<file path="src/prfd_pkg.sv">
`timescale 1ns / 1ps

package prfd_pkg;

   localparam int unsigned TIME_W   = 48;
   localparam int unsigned COOKIE_W = 32;
   localparam int unsigned WINDOW_W = 27;
   localparam int unsigned STATE_W  = 2;
   localparam int unsigned COUNT_W  = 2;

   localparam int unsigned DEF_MAX_RECONNECTS = 3;

   localparam logic [WINDOW_W-1:0] WINDOW_RESET = 27'd60000;

   localparam logic [STATE_W-1:0] PATH_INIT     = 2'd0;
   localparam logic [STATE_W-1:0] PATH_NORMAL   = 2'd1;
   localparam logic [STATE_W-1:0] PATH_UNSTABLE = 2'd2;
   localparam logic [STATE_W-1:0] PATH_FAULT    = 2'd3;

   typedef struct packed {
      logic [TIME_W-1:0]   now_ms;
      logic [COOKIE_W-1:0] conn_cookie;
      logic                probe_ok;
   } req_type;

   typedef struct packed {
      logic [STATE_W-1:0] path_state;
      logic [COUNT_W-1:0] recent_reconnects;
      logic               reconnect_seen;
   } rsp_type;

   typedef struct packed {
      logic load;
      logic update;
      logic expire;
      logic finish;
   } ctrl_cmd_type;

   typedef struct packed {
      logic expire_go;
      logic out_free;
   } ctrl_status_type;

endpackage

</file>
<file path="src/prfd_ctrl.sv">
`timescale 1ns / 1ps

module prfd_ctrl (
   input  logic                       clock,
   input  logic                       reset,
   input  logic                       req_valid,
   output logic                       req_ready,
   input  prfd_pkg::ctrl_status_type  status,
   output prfd_pkg::ctrl_cmd_type     cmd
);

   localparam logic [1:0] S_IDLE   = 2'd0;
   localparam logic [1:0] S_UPDATE = 2'd1;
   localparam logic [1:0] S_EXPIRE = 2'd2;
   localparam logic [1:0] S_FINISH = 2'd3;

   logic [1:0] state_ff;
   logic [1:0] state_in;

   assign req_ready  = (state_ff == S_IDLE);
   assign cmd.load   = req_valid && req_ready;
   assign cmd.update = (state_ff == S_UPDATE);
   assign cmd.expire = (state_ff == S_EXPIRE);
   assign cmd.finish = (state_ff == S_FINISH) && status.out_free;

   always_comb begin
      state_in = state_ff;
      unique case (state_ff)
         S_IDLE: begin
            if (req_valid) begin
               state_in = S_UPDATE;
            end
         end
         S_UPDATE: begin
            state_in = S_EXPIRE;
         end
         S_EXPIRE: begin
            if (!status.expire_go) begin
               state_in = S_FINISH;
            end
         end
         S_FINISH: begin
            if (status.out_free) begin
               state_in = S_IDLE;
            end
         end
         default: begin
            state_in = S_IDLE;
         end
      endcase
   end

   always_ff @(posedge clock) begin
      if (reset) begin
         state_ff <= S_IDLE;
      end else begin
         state_ff <= state_in;
      end
   end

endmodule

</file>
<file path="src/prfd_datapath.sv">
`timescale 1ns / 1ps

module prfd_datapath #(
   parameter int unsigned MAX_RECONNECTS = prfd_pkg::DEF_MAX_RECONNECTS
) (
   input  logic                                clock,
   input  logic                                reset,
   input  prfd_pkg::req_type                   req_data,
   output logic                                rsp_valid,
   input  logic                                rsp_ready,
   output prfd_pkg::rsp_type                   rsp_data,
   input  logic                                csr_wr_en,
   input  logic [prfd_pkg::WINDOW_W-1:0]       csr_wr_data,
   input  prfd_pkg::ctrl_cmd_type              cmd,
   output prfd_pkg::ctrl_status_type           status
);

   localparam int unsigned RING_SIZE = MAX_RECONNECTS + 1;
   localparam int unsigned IDX_W     = $clog2(RING_SIZE);
   localparam logic [IDX_W-1:0] LAST_IDX = IDX_W'(RING_SIZE - 1);

   function automatic logic [IDX_W-1:0] next_idx(input logic [IDX_W-1:0] idx);
      logic [IDX_W-1:0] res;
      if (idx == LAST_IDX) begin
         res = '0;
      end else begin
         res = idx + 1'b1;
      end
      return res;
   endfunction

   logic [prfd_pkg::TIME_W-1:0]   now_ff;
   logic [prfd_pkg::COOKIE_W-1:0] cookie_ff;
   logic                          ok_ff;
   logic [prfd_pkg::COOKIE_W-1:0] last_cookie_ff, last_cookie_in;
   logic [IDX_W-1:0]              head_ff, head_in;
   logic [IDX_W-1:0]              tail_ff, tail_in;
   logic                          seen_ff, seen_in;
   logic [prfd_pkg::STATE_W-1:0]  path_ff, path_in;
   logic [prfd_pkg::WINDOW_W-1:0] window_ff, window_in;
   logic                          rsp_valid_ff, rsp_valid_in;
   prfd_pkg::rsp_type             rsp_data_ff, rsp_data_in;
   logic [prfd_pkg::TIME_W-1:0]   times_ff [RING_SIZE];

   logic                          seen_now;
   logic                          push;
   logic [prfd_pkg::TIME_W-1:0]   tail_time;
   logic [prfd_pkg::TIME_W-1:0]   age;
   logic                          empty;
   logic                          full;
   logic                          normal;
   logic [IDX_W:0]                count_sum;
   logic [IDX_W:0]                count_mod;
   logic [IDX_W+2:0]              count_wide;

   assign seen_now  = (last_cookie_ff != '0) && (last_cookie_ff != cookie_ff);
   assign push      = cmd.update && ok_ff && seen_now;
   assign tail_time = times_ff[tail_ff];
   assign age       = now_ff - tail_time;
   assign empty     = (head_ff == tail_ff);
   assign full      = (next_idx(head_ff) == tail_ff);

   assign status.expire_go = ok_ff && !empty && (now_ff >= tail_time) &&
                             (age >= prfd_pkg::TIME_W'(window_ff));
   assign status.out_free  = !rsp_valid_ff || rsp_ready;

   assign normal = (path_ff == prfd_pkg::PATH_INIT) ||
                   (empty && (path_ff == prfd_pkg::PATH_UNSTABLE)) ||
                   (!full && (path_ff == prfd_pkg::PATH_NORMAL));

   assign count_sum  = {1'b0, head_ff} + (IDX_W+1)'(RING_SIZE) - {1'b0, tail_ff};
   assign count_mod  = (count_sum >= (IDX_W+1)'(RING_SIZE)) ?
                       count_sum - (IDX_W+1)'(RING_SIZE) : count_sum;
   assign count_wide = {2'b00, count_mod};

   always_comb begin
      last_cookie_in = last_cookie_ff;
      head_in        = head_ff;
      tail_in        = tail_ff;
      seen_in        = seen_ff;
      path_in        = path_ff;
      window_in      = window_ff;
      rsp_valid_in   = rsp_valid_ff;
      rsp_data_in    = rsp_data_ff;

      if (csr_wr_en) begin
         window_in = csr_wr_data;
      end

      if (cmd.update) begin
         seen_in = ok_ff && seen_now;
         if (ok_ff) begin
            last_cookie_in = cookie_ff;
         end
         if (push) begin
            head_in = next_idx(head_ff);
            if (next_idx(head_ff) == tail_ff) begin
               tail_in = next_idx(tail_ff);
            end
         end
      end

      if (cmd.expire && status.expire_go) begin
         tail_in = next_idx(tail_ff);
      end

      if (cmd.finish) begin
         if (!ok_ff) begin
            path_in = prfd_pkg::PATH_FAULT;
         end else if (normal) begin
            path_in = prfd_pkg::PATH_NORMAL;
         end else begin
            path_in = prfd_pkg::PATH_UNSTABLE;
         end
         rsp_data_in.path_state        = path_in;
         rsp_data_in.recent_reconnects = count_wide[1:0];
         rsp_data_in.reconnect_seen    = seen_ff;
         rsp_valid_in                  = 1'b1;
      end else if (rsp_ready) begin
         rsp_valid_in = 1'b0;
      end
   end

   always_ff @(posedge clock) begin
      if (reset) begin
         last_cookie_ff <= '0;
         head_ff        <= '0;
         tail_ff        <= '0;
         seen_ff        <= 1'b0;
         path_ff        <= prfd_pkg::PATH_INIT;
         window_ff      <= prfd_pkg::WINDOW_RESET;
         rsp_valid_ff   <= 1'b0;
      end else begin
         last_cookie_ff <= last_cookie_in;
         head_ff        <= head_in;
         tail_ff        <= tail_in;
         seen_ff        <= seen_in;
         path_ff        <= path_in;
         window_ff      <= window_in;
         rsp_valid_ff   <= rsp_valid_in;
      end
   end

   always_ff @(posedge clock) begin
      rsp_data_ff <= rsp_data_in;
      if (cmd.load) begin
         now_ff    <= req_data.now_ms;
         cookie_ff <= req_data.conn_cookie;
         ok_ff     <= req_data.probe_ok;
      end
      if (push) begin
         times_ff[head_ff] <= now_ff;
      end
   end

   assign rsp_valid = rsp_valid_ff;
   assign rsp_data  = rsp_data_ff;

endmodule

</file>
<file path="src/path_reconnect_flap_detector.sv">
`timescale 1ns / 1ps

// Channel  Direction  Handshake              Payload
// req      in         req_valid/req_ready    prfd_pkg::req_type (probe result)
// rsp      out        rsp_valid/rsp_ready    prfd_pkg::rsp_type (path status)
// csr      in         csr_wr_en              csr_wr_data (window in ms)
//
// After an item is accepted, the sequencer runs an update step, an expiry walk and a final step
// that registers the result; the expiry walk checks one ring entry per cycle.
// One item is worked on at a time; the next item is accepted only once the final step is done.
// A new item is accepted while the result waits.
// Reset clears the ring pointers, stored cookie and path state and sets the window to 60000 ms.
// A stalled result holds the sequencer in its final step until rsp_ready is seen.

module path_reconnect_flap_detector #(
   parameter int unsigned MAX_RECONNECTS = prfd_pkg::DEF_MAX_RECONNECTS
) (
   input  logic                          clock,
   input  logic                          reset,
   input  logic                          req_valid,
   output logic                          req_ready,
   input  prfd_pkg::req_type             req_data,
   output logic                          rsp_valid,
   input  logic                          rsp_ready,
   output prfd_pkg::rsp_type             rsp_data,
   input  logic                          csr_wr_en,
   input  logic [prfd_pkg::WINDOW_W-1:0] csr_wr_data
);

   prfd_pkg::ctrl_cmd_type    cmd;
   prfd_pkg::ctrl_status_type status;

   prfd_ctrl u_ctrl (
      .clock     (clock),
      .reset     (reset),
      .req_valid (req_valid),
      .req_ready (req_ready),
      .status    (status),
      .cmd       (cmd)
   );

   prfd_datapath #(
      .MAX_RECONNECTS (MAX_RECONNECTS)
   ) u_datapath (
      .clock       (clock),
      .reset       (reset),
      .req_data    (req_data),
      .rsp_valid   (rsp_valid),
      .rsp_ready   (rsp_ready),
      .rsp_data    (rsp_data),
      .csr_wr_en   (csr_wr_en),
      .csr_wr_data (csr_wr_data),
      .cmd         (cmd),
      .status      (status)
   );

endmodule

</file>
<file path="config.mk">
export PLATFORM = sky130hd
export DESIGN_NAME = path_reconnect_flap_detector
export DESIGN_NICKNAME = d
export VERILOG_FILES = /design/src/prfd_pkg.sv /design/src/prfd_ctrl.sv /design/src/prfd_datapath.sv /design/src/path_reconnect_flap_detector.sv
export SDC_FILE = /design/constraint.sdc
export NUM_CORES = 1
export LEC_CHECK = 0
export BUFFER_PORTS_ARGS = -buffer_cell sky130_fd_sc_hd__buf_2
export CAP_MARGIN = 20
export CORE_AREA = 4 4 192 194
export CTS_BUF_LIST = sky130_fd_sc_hd__clkbuf_2 sky130_fd_sc_hd__clkbuf_4 sky130_fd_sc_hd__clkbuf_8
export CTS_CLUSTER_SIZE = 8
export DETAILED_ROUTE_END_ITERATION = 16
export DIE_AREA = 0 0 196 198
export PLACE_DENSITY = 0.73
export SYNTH_ARGS = -nofsm -noshare
export SYNTH_HDL_FRONTEND = slang
export SYNTH_HIERARCHICAL = 1
export SYNTH_SLANG_ARGS = --single-unit
</file>
<file path="constraint.sdc">
create_clock -name clock -period 8.8 [get_ports clock]
set_input_delay 0.44 -clock clock [delete_from_list [all_inputs] [get_ports clock]]
set_output_delay 0.44 -clock clock [all_outputs]
set_load 0.01 [all_outputs]
</file>
==> results of run 1 <==
flip-flops by register name, summed over array words and instances, names as in the netlist, named ones only:
register and count:
u_datapath/ok_ff 1, u_datapath/path_ff 2, u_datapath/rsp_data 5, u_ctrl/state_ff 2, u_datapath/last_cookie_ff 32, u_datapath/times_ff 192, u_datapath/now_ff 48, u_datapath/seen_ff 1
u_datapath/cookie_ff 32, u_datapath/window_ff 27, u_datapath/head_ff 2, u_datapath/tail_ff 2, u_datapath/rsp_valid 1
worst min path at each step:
stage | endpoint | slack, ns | cells past startpoint
after global placement | u_datapath/rsp_data[0]$_DFFE_PP_ | 0.45 | 0
after CTS | u_datapath/window_ff[22]$_SDFFE_PP0P_ | 0.002 | 3
after floorplan | u_datapath/rsp_data[0]$_DFFE_PP_ | 0.41 | 0
after detailed placement | u_datapath/rsp_data[0]$_DFFE_PP_ | 0.44 | 0
final | u_datapath/window_ff[9]$_SDFFE_PP1P_ | 0.05 | 3
after global routing | u_datapath/window_ff[26]$_SDFFE_PP0P_ | 0.02 | 3
worst reg2reg max path: stages, from the launching register on:
cell	delay [ns]
dfxtp_2	0.88
buf_4	0.45
mux4_2	0.27
inv_1	0.05
ha_1	0.41
o211ai_1	0.14
a21oi_1	0.31
nor2_1	0.12
o21ai_0	0.27
a21o_1	0.16
a21oi_1	0.07
xnor2_1	0.14
ha_1	0.30
a21o_1	0.18
a21o_1	0.17
a211oi_1	0.25
o31a_1	0.21
o221ai_1	0.17
a211oi_1	0.24
nor4b_2	0.26
nand4b_2	0.19
nor4_1	0.29
nor2_1	0.07
nand2_1	0.08
and3_4	0.18
mux2i_1	0.17
cell type report:
| type | instances | share of cell area, % |
|---|---|---|
| clock inverter | 13 | 0.570 |
| inverter | 98 | 1.82 |
| clock buffer | 95 | 5.61 |
| tap | 461 | 2.86 |
| timing repair buffer | 216 | 7.65 |
| multi-input combinational | 876 | 33.1 |
| sequential | 349 | 48.4 |
power by group through the flow:
stage / clock [W] / sequential (W) / combinational, W
6_report: 0.00148 / 0.00217 / 0.00186
5_1_grt: 0.00160 / 0.00220 / 0.00205
4_1_cts: 0.00152 / 0.00217 / 0.00183
3_5_place_dp: 0 / 0.00220 / 0.00179
3_3_place_gp: 0 / 0.00219 / 0.00177
2_1_floorplan: 0 / 0.00216 / 0.00136
synth_stat cells (all sizes together) (11+ instances only):
master / count
nor2: 87
edfxtp: 278
xnor2: 55
nand3: 13
mux4: 48
clkbuf: 22
nand2b: 12
a21o: 14
nand2: 139
o21bai: 11
a21oi: 127
mux2i: 25
o211ai: 16
dfxtp: 71
nor4: 15
inv: 98
o21ai: 47
xor2: 14
nand4: 36
buf: 41
nor3: 15
ha: 86
o21a: 15
stage by stage:
stage                     hold WS [ns]  util (%)
after floorplan                  0.409         -
after CTS                      0.00155      57.3
final                           0.0472      57.3
after global routing            0.0249      57.3
after global placement           0.447      51.3
after detailed placement         0.442      51.3
per-layer routing:
layer / GRT usage [%] / up-vias
met5: 0 / -
met4: 6.08 / 0
met2: 35.0 / 376
li1: - / 5579
met3: 4.46 / 59
met1: 29.9 / 5808
cell families (layout without fill, tap and decap cells):
family / Yosys count / in the layout / share of synthesized area, %
AND/OR/NAND/NOR: 355 / 355 / 10.0
XOR/XNOR: 69 / 69 / 3.53
flip-flops: 349 / 349 / 57.1
adder cells (fa/ha/maj): 87 / 87 / 6.40
AO/OA/AOI/OAI: 291 / 291 / 11.2
buffers and inverters: 161 / 422 / 3.99
multiplexers: 74 / 74 / 7.84
==> flow_summary_export.csv, run 1 <==
group,metric,value,unit
run_status,outcome,"complete, no violations",
sta,slew_headroom,27.2,%
layout,drive_above_1_share,19.5,%
detailed_routing,wirelength,41900,microns
synthesis,avgSynthCellArea,12.4,sq um
clock_tree,post_cts.repair.setup_buffers,0,
clock_tree,post_cts_resized,0,
detailed_routing,wl_per_cell,19.9,microns
synthesis,synth-async-reset-ratio,0,%
global_route,grt_pass1_vias,12200,
sta,worst_slack,2.71,ns
place,io_buffer_count,119,
worst_setup_path,rrSetupSlack,2.71,ns
worst_setup_path,end_kind,"flip-flop",
min_path,hp-start,"csr_wr_data[9]",
worst_setup_path,cp.required,9.36,ns
clock_tree,cts_inserted_buffers,57,
worst_setup_path,worstSetupPathType,"flip-flop to flip-flop",
place,pre_cts_slack,2.70,ns
synthesis,syn-cell-area,17100,sq um
clock_tree,clkTransAtPathRegs,0.06,ns
floorplan,coreArea,35200,sq um
detailed_routing,firstDrtPassIters,5,
floorplan,dieArea,38800,sq um
floorplan,fp.dieH,198,microns
sta,hold_viol_final,0,
power,pwr-share-clk,26.9,%
worst_setup_path,r2r-end,"u_ctrl/state_ff[1]$_SDFFE_PP0P_",
place,dp_hpwl,27900,microns
power,pwr-share-seq,39.4,%
detailed_routing,route.met3.wl,2690,microns
layout,stdcell_count,2108,
run,drv_cap,0,
sta,tightestPinTransition,1.09,ns
clock_tree,root_buffer,"clkbuf_8",
layout,final_cell_area,20200,sq um
worst_setup_path,cpMostUsedCell,"a21o_1",
worst_setup_path,rr_worst_depth,25,
synthesis,yosys_register_bits,349,
detailed_routing,ant_nets,0,
detailed_routing,wl_met1,18700,microns
global_route,grtUsageTotal,21.6,%
detailed_routing,top_layer_used,"met4",
layout,mostFrequentLayoutCells,"edfxtp_1, nand2_1, a21oi_1",
layout,final_common_cell,"edfxtp_1",
power,power,0.00551,W
sta,period_share,69.2,%
power,comb_power_share,33.7,%
sta,fin_setup_tns,0,ns
detailed_routing,wl_met2,19700,microns
floorplan,fp-row-count,69,
power,power_leakage,7.45,nW
detailed_routing,vias_per_cell,5.61,
clock_tree,h-tree-depth,2,
min_path,hold_path_class,"primary input to flip-flop",
synthesis,seq_area_frac_synth,57.1,%
layout,nets,1798,
place,dp_cells,1912,
power,p_int,0.00360,W
place,dpl_cell_area,18100,sq um
clock_tree,cts_hold_buf,88,
worst_setup_path,path_depth,25,
synthesis,yosysUniqueCellTypes,85,
detailed_routing,route.detailed.drc,0,
layout,fill_cells,2886,
global_route,grt_first_pass_wirelength,66100,microns
worst_setup_path,cpPeakStageDelay,0.88,ns
worst_setup_path,critPathSlowestCell,"dfxtp_2",
sta,setup_viol,0,
worst_setup_path,path_max_fanout,28,
sta,finalCriticalPeriod,6.09,ns
detailed_routing,vias,11800,
power,pwr_density_cell,273,nW/um^2
worst_setup_path,critPathTopFamily,"compound AO/OA/AOI/OAI gates",
worst_setup_path,start_kind,"flip-flop",
sta,rsz0062_at_grt,"false",
floorplan,start_util,48.6,%
synthesis,synth-main-ff-cell,"edfxtp_1",
detailed_routing,initialDrtViolationCount,1016,
clock_tree,clk-insertion-delay-late,0.66,ns
clock_tree,cts_buffer_depth,3,
power,peakVddDrop,186,uV
power,sw_frac_of_total,34.7,%
clock_tree,cts.sinks,349,
synthesis,synth_edf_count,278,
synthesis,synth.area.top_cells,"edfxtp_1, dfxtp_1, mux4_2",
sta,drv_slew,0,
clock_tree,cts_tree,"done",
global_route,antenna_found_initial,0,
layout,antenna_cells,0,
synthesis,synth_top_area_share,48.8,%
sta,timing.fmax,164,MHz
synthesis,ys_warn_count,6,
worst_setup_path,arrival,6.64,ns
synthesis,syn-num-nets,1586,
worst_setup_path,path_buf_inv,2,
synthesis,synth_top_cell_by_area,"edfxtp_1",
global_route,grt_overflow_total,0,
global_route,grt_max_degree,67,
place,place.gp.congestion,0.903,
layout,multiInputGateArea,6680,sq um
layout,seq_area,9770,sq um
floorplan,dieWidth,196,microns
synthesis,synthCells,1386,
worst_setup_path,critPathCapture,"u_ctrl/state_ff[1]$_SDFFE_PP0P_",
sta,skew,0.0439,ns
power,netSwitchingPower,0.00191,W
layout,area_growth,17.9,%
floorplan,num_io_pins,120,
No activity file was read; power rests on OpenSTA's default activity.
==> run 2, diff against run 1 <==
==> constraint.sdc (replaced) <==
create_clock -name clock -period 5.7 [get_ports clock]
set_input_delay 0.285 -clock clock [delete_from_list [all_inputs] [get_ports clock]]
set_output_delay 0.285 -clock clock [all_outputs]
set_load 0.01 [all_outputs]
==> run 2 against run 1 <==
Effect of this change: global-route usage is 0.51 points higher; largest power group unchanged; die area stayed put; sequential cell count is the same; cell count increased by 1.9%; power grew 56%; hold slack better by 0.23 ns; design area is 2.2% higher; clock-buffer cell count is 5 lower; first-iteration DRC count is 3.0% lower.
==> flow_summary_export.csv, run 2 (synthesis results as in run 1) <==
group,metric,value,unit
run_status,outcome,"complete, no violations",
place,dp_hpwl,28900,microns
worst_setup_path,path_max_fanout,5,
layout,final_util,58.6,%
layout,final_cell_area,20600,sq um
sta,worst_slack,0.324,ns
worst_setup_path,arrival,5.87,ns
layout,stdcell_count,2147,
global_route,grt_first_pass_wirelength,67300,microns
sta,timing.fmax,186,MHz
clock_tree,cts_tree,"done",
floorplan,dieWidth,196,microns
global_route,grt_pass1_vias,12100,
floorplan,coreArea,35200,sq um
layout,top_regs,"u_datapath/times_ff x192, u_datapath/now_ff x48",
floorplan,fp.dieH,198,microns
place,place.gp.congestion,0.960,
detailed_routing,ant_nets,0,
clock_tree,cts_buffer_depth,3,
detailed_routing,vias,11900,
floorplan,fp-row-count,69,
layout,mostFrequentLayoutCells,"edfxtp_1, nand2_1, buf_2",
detailed_routing,vias_per_cell,5.56,
detailed_routing,route.detailed.drc,0,
place,pre_cts_slack,0.0956,ns
worst_setup_path,path_cells,"buf_6 > buf_12 > mux4_2 > ha_1 > inv_1 > fa_1 > a21o_1 > a221oi_4 > o22a_4 > nor2b_2 > xnor2_1 > ha_1 > nand2_1 > o21ai_0 > a211oi_1 > o31a_1 > o221ai_1 > a211oi_1 > nor4b_2 > nand4b_2 > o41a_1 > o21ai_2 > a21oi_1",
clock_tree,root_buffer,"clkbuf_8",
sta,hold_viol_final,0,
power,power_leakage,7.66,nW
sta,period_share,94.3,%
sta,slew_headroom,35.8,%
power,peakVddDrop,310,uV
min_path,hold_path_class,"primary input to flip-flop",
sta,drv_slew,0,
floorplan,start_util,48.6,%
global_route,grt_overflow_total,0,
floorplan,dieArea,38800,sq um
sta,finalCriticalPeriod,5.38,ns
layout,area_growth,20.5,%
detailed_routing,wl_per_cell,20.1,microns
detailed_routing,initialDrtViolationCount,986,
worst_setup_path,cpPeakStageDelay,0.50,ns
run,drv_cap,0,
place,io_buffer_count,119,
power,pwr_density_cell,417,nW/um^2
sta,rsz0062_at_grt,"false",
clock_tree,h-tree-depth,2,
layout,nets,1839,
worst_setup_path,end_kind,"flip-flop",
floorplan,num_io_pins,120,
sta,fin_setup_tns,0,ns
layout,antenna_cells,0,
clock_tree,clkTransAtPathRegs,0.06,ns
sta,skew,0.0380,ns
worst_setup_path,start_kind,"flip-flop",
layout,largest_reg_flops,192,
clock_tree,cts_inserted_buffers,57,
global_route,grtUsageTotal,22.1,%
layout,drive_above_1_share,20.5,%
detailed_routing,firstDrtPassIters,6,
clock_tree,cts.sinks,349,
place,dp_cells,1921,
worst_setup_path,worstSetupPathType,"flip-flop to flip-flop",
place,dpl_cell_area,18100,sq um
sta,setup_viol,0,
global_route,antenna_found_initial,0,
detailed_routing,wirelength,43200,microns
sta,tightestPinTransition,0.962,ns
worst_setup_path,critPathSlowestCell,"o41a_1",
clock_tree,clk-insertion-delay-late,0.65,ns
layout,final_common_cell,"edfxtp_1",
layout,regMostFlops,"u_datapath/times_ff",
worst_setup_path,cp.required,6.19,ns
global_route,grt_max_degree,81,
run 2: cell types whose count changed in the layout (fill, tap and decap cells not counted), moves of 3 or more:
cell and change:
buf_6 +3, clkinv_1 +3, dlygate4sd3_1 +22, a21oi_1 -5, clkbuf_4 -4, a21oi_2 +5
buf_4 +12
run 2: timing repair:
| action | 4_1_cts | 5_1_grt |
|---|---|---|
| setup endpoints to repair | 0 | 6 |
| endpoints found under the hold margin | 110 | 0 |
| gates resized for setup | 0 | 16 |
| setup buffers | 0 | 8 |
| hold buffers | 110 | 0 |
run 2: through the flow:
step | total power, W | hold slack (ns)
finish | 0.00859 | 0.280
global route | 0.00910 | 0.276
CTS | 0.00855 | 0.245
detailed placement | 0.00620 | 0.443
global placement | 0.00615 | 0.461
floorplan | 0.00543 | 0.384
run 2: final cells by class:
type / count / area (sq um)
clock inverters: 16 / 125
flip-flops and latches: 349 / 9780
repair buffers: 257 / 1980
well taps: 461 / 577
inverters: 98 / 368
clock buffers: 90 / 1090
fillers: 2875 / 14600
multi-input cells: 876 / 6710
run 2: final timing paths:
path | slack (ns) | cells after the start | endpoint | startpoint
worst max register to register | 0.32 | 23 | flip-flop | flip-flop
worst min register to register | 0.47 | 0 | u_datapath/rsp_data[0]$_DFFE_PP_ | u_datapath/seen_ff$_SDFFE_PP0P_
worst max-delay path | 0.32 | 23 | flip-flop | flip-flop
worst min-delay path | 0.28 | 3 | u_datapath/path_ff[0]$_SDFFE_PP0P_ | reset
run 2: where the power goes:
group / switching, W / leakage (nW) / internal (W)
clock network: 0.00100 / 0.653 / 0.00127
registers: 0.000206 / 3.13 / 0.00314
logic: 0.00181 / 3.88 / 0.00117
run 2: layer usage:
metal,up-vias,GRT usage [%],wire (microns)
li1,5668,-,-
met1,5840,30.6,19400
met2,369,36.5,20400
met3,71,4.27,2350
met4,0,5.40,1030
met5,-,0,0
run 2: critical path: cells and delay by family (launching register included):
kind	cells	cell delay (ns)
AND/OR/NAND/NOR	4	0.69
adder cells (fa/ha/maj)	3	0.86
buffers and inverters	3	0.35
AO/OA/AOI/OAI	11	2.48
flip-flops	1	0.35
XOR/XNOR	1	0.15
multiplexers	1	0.33
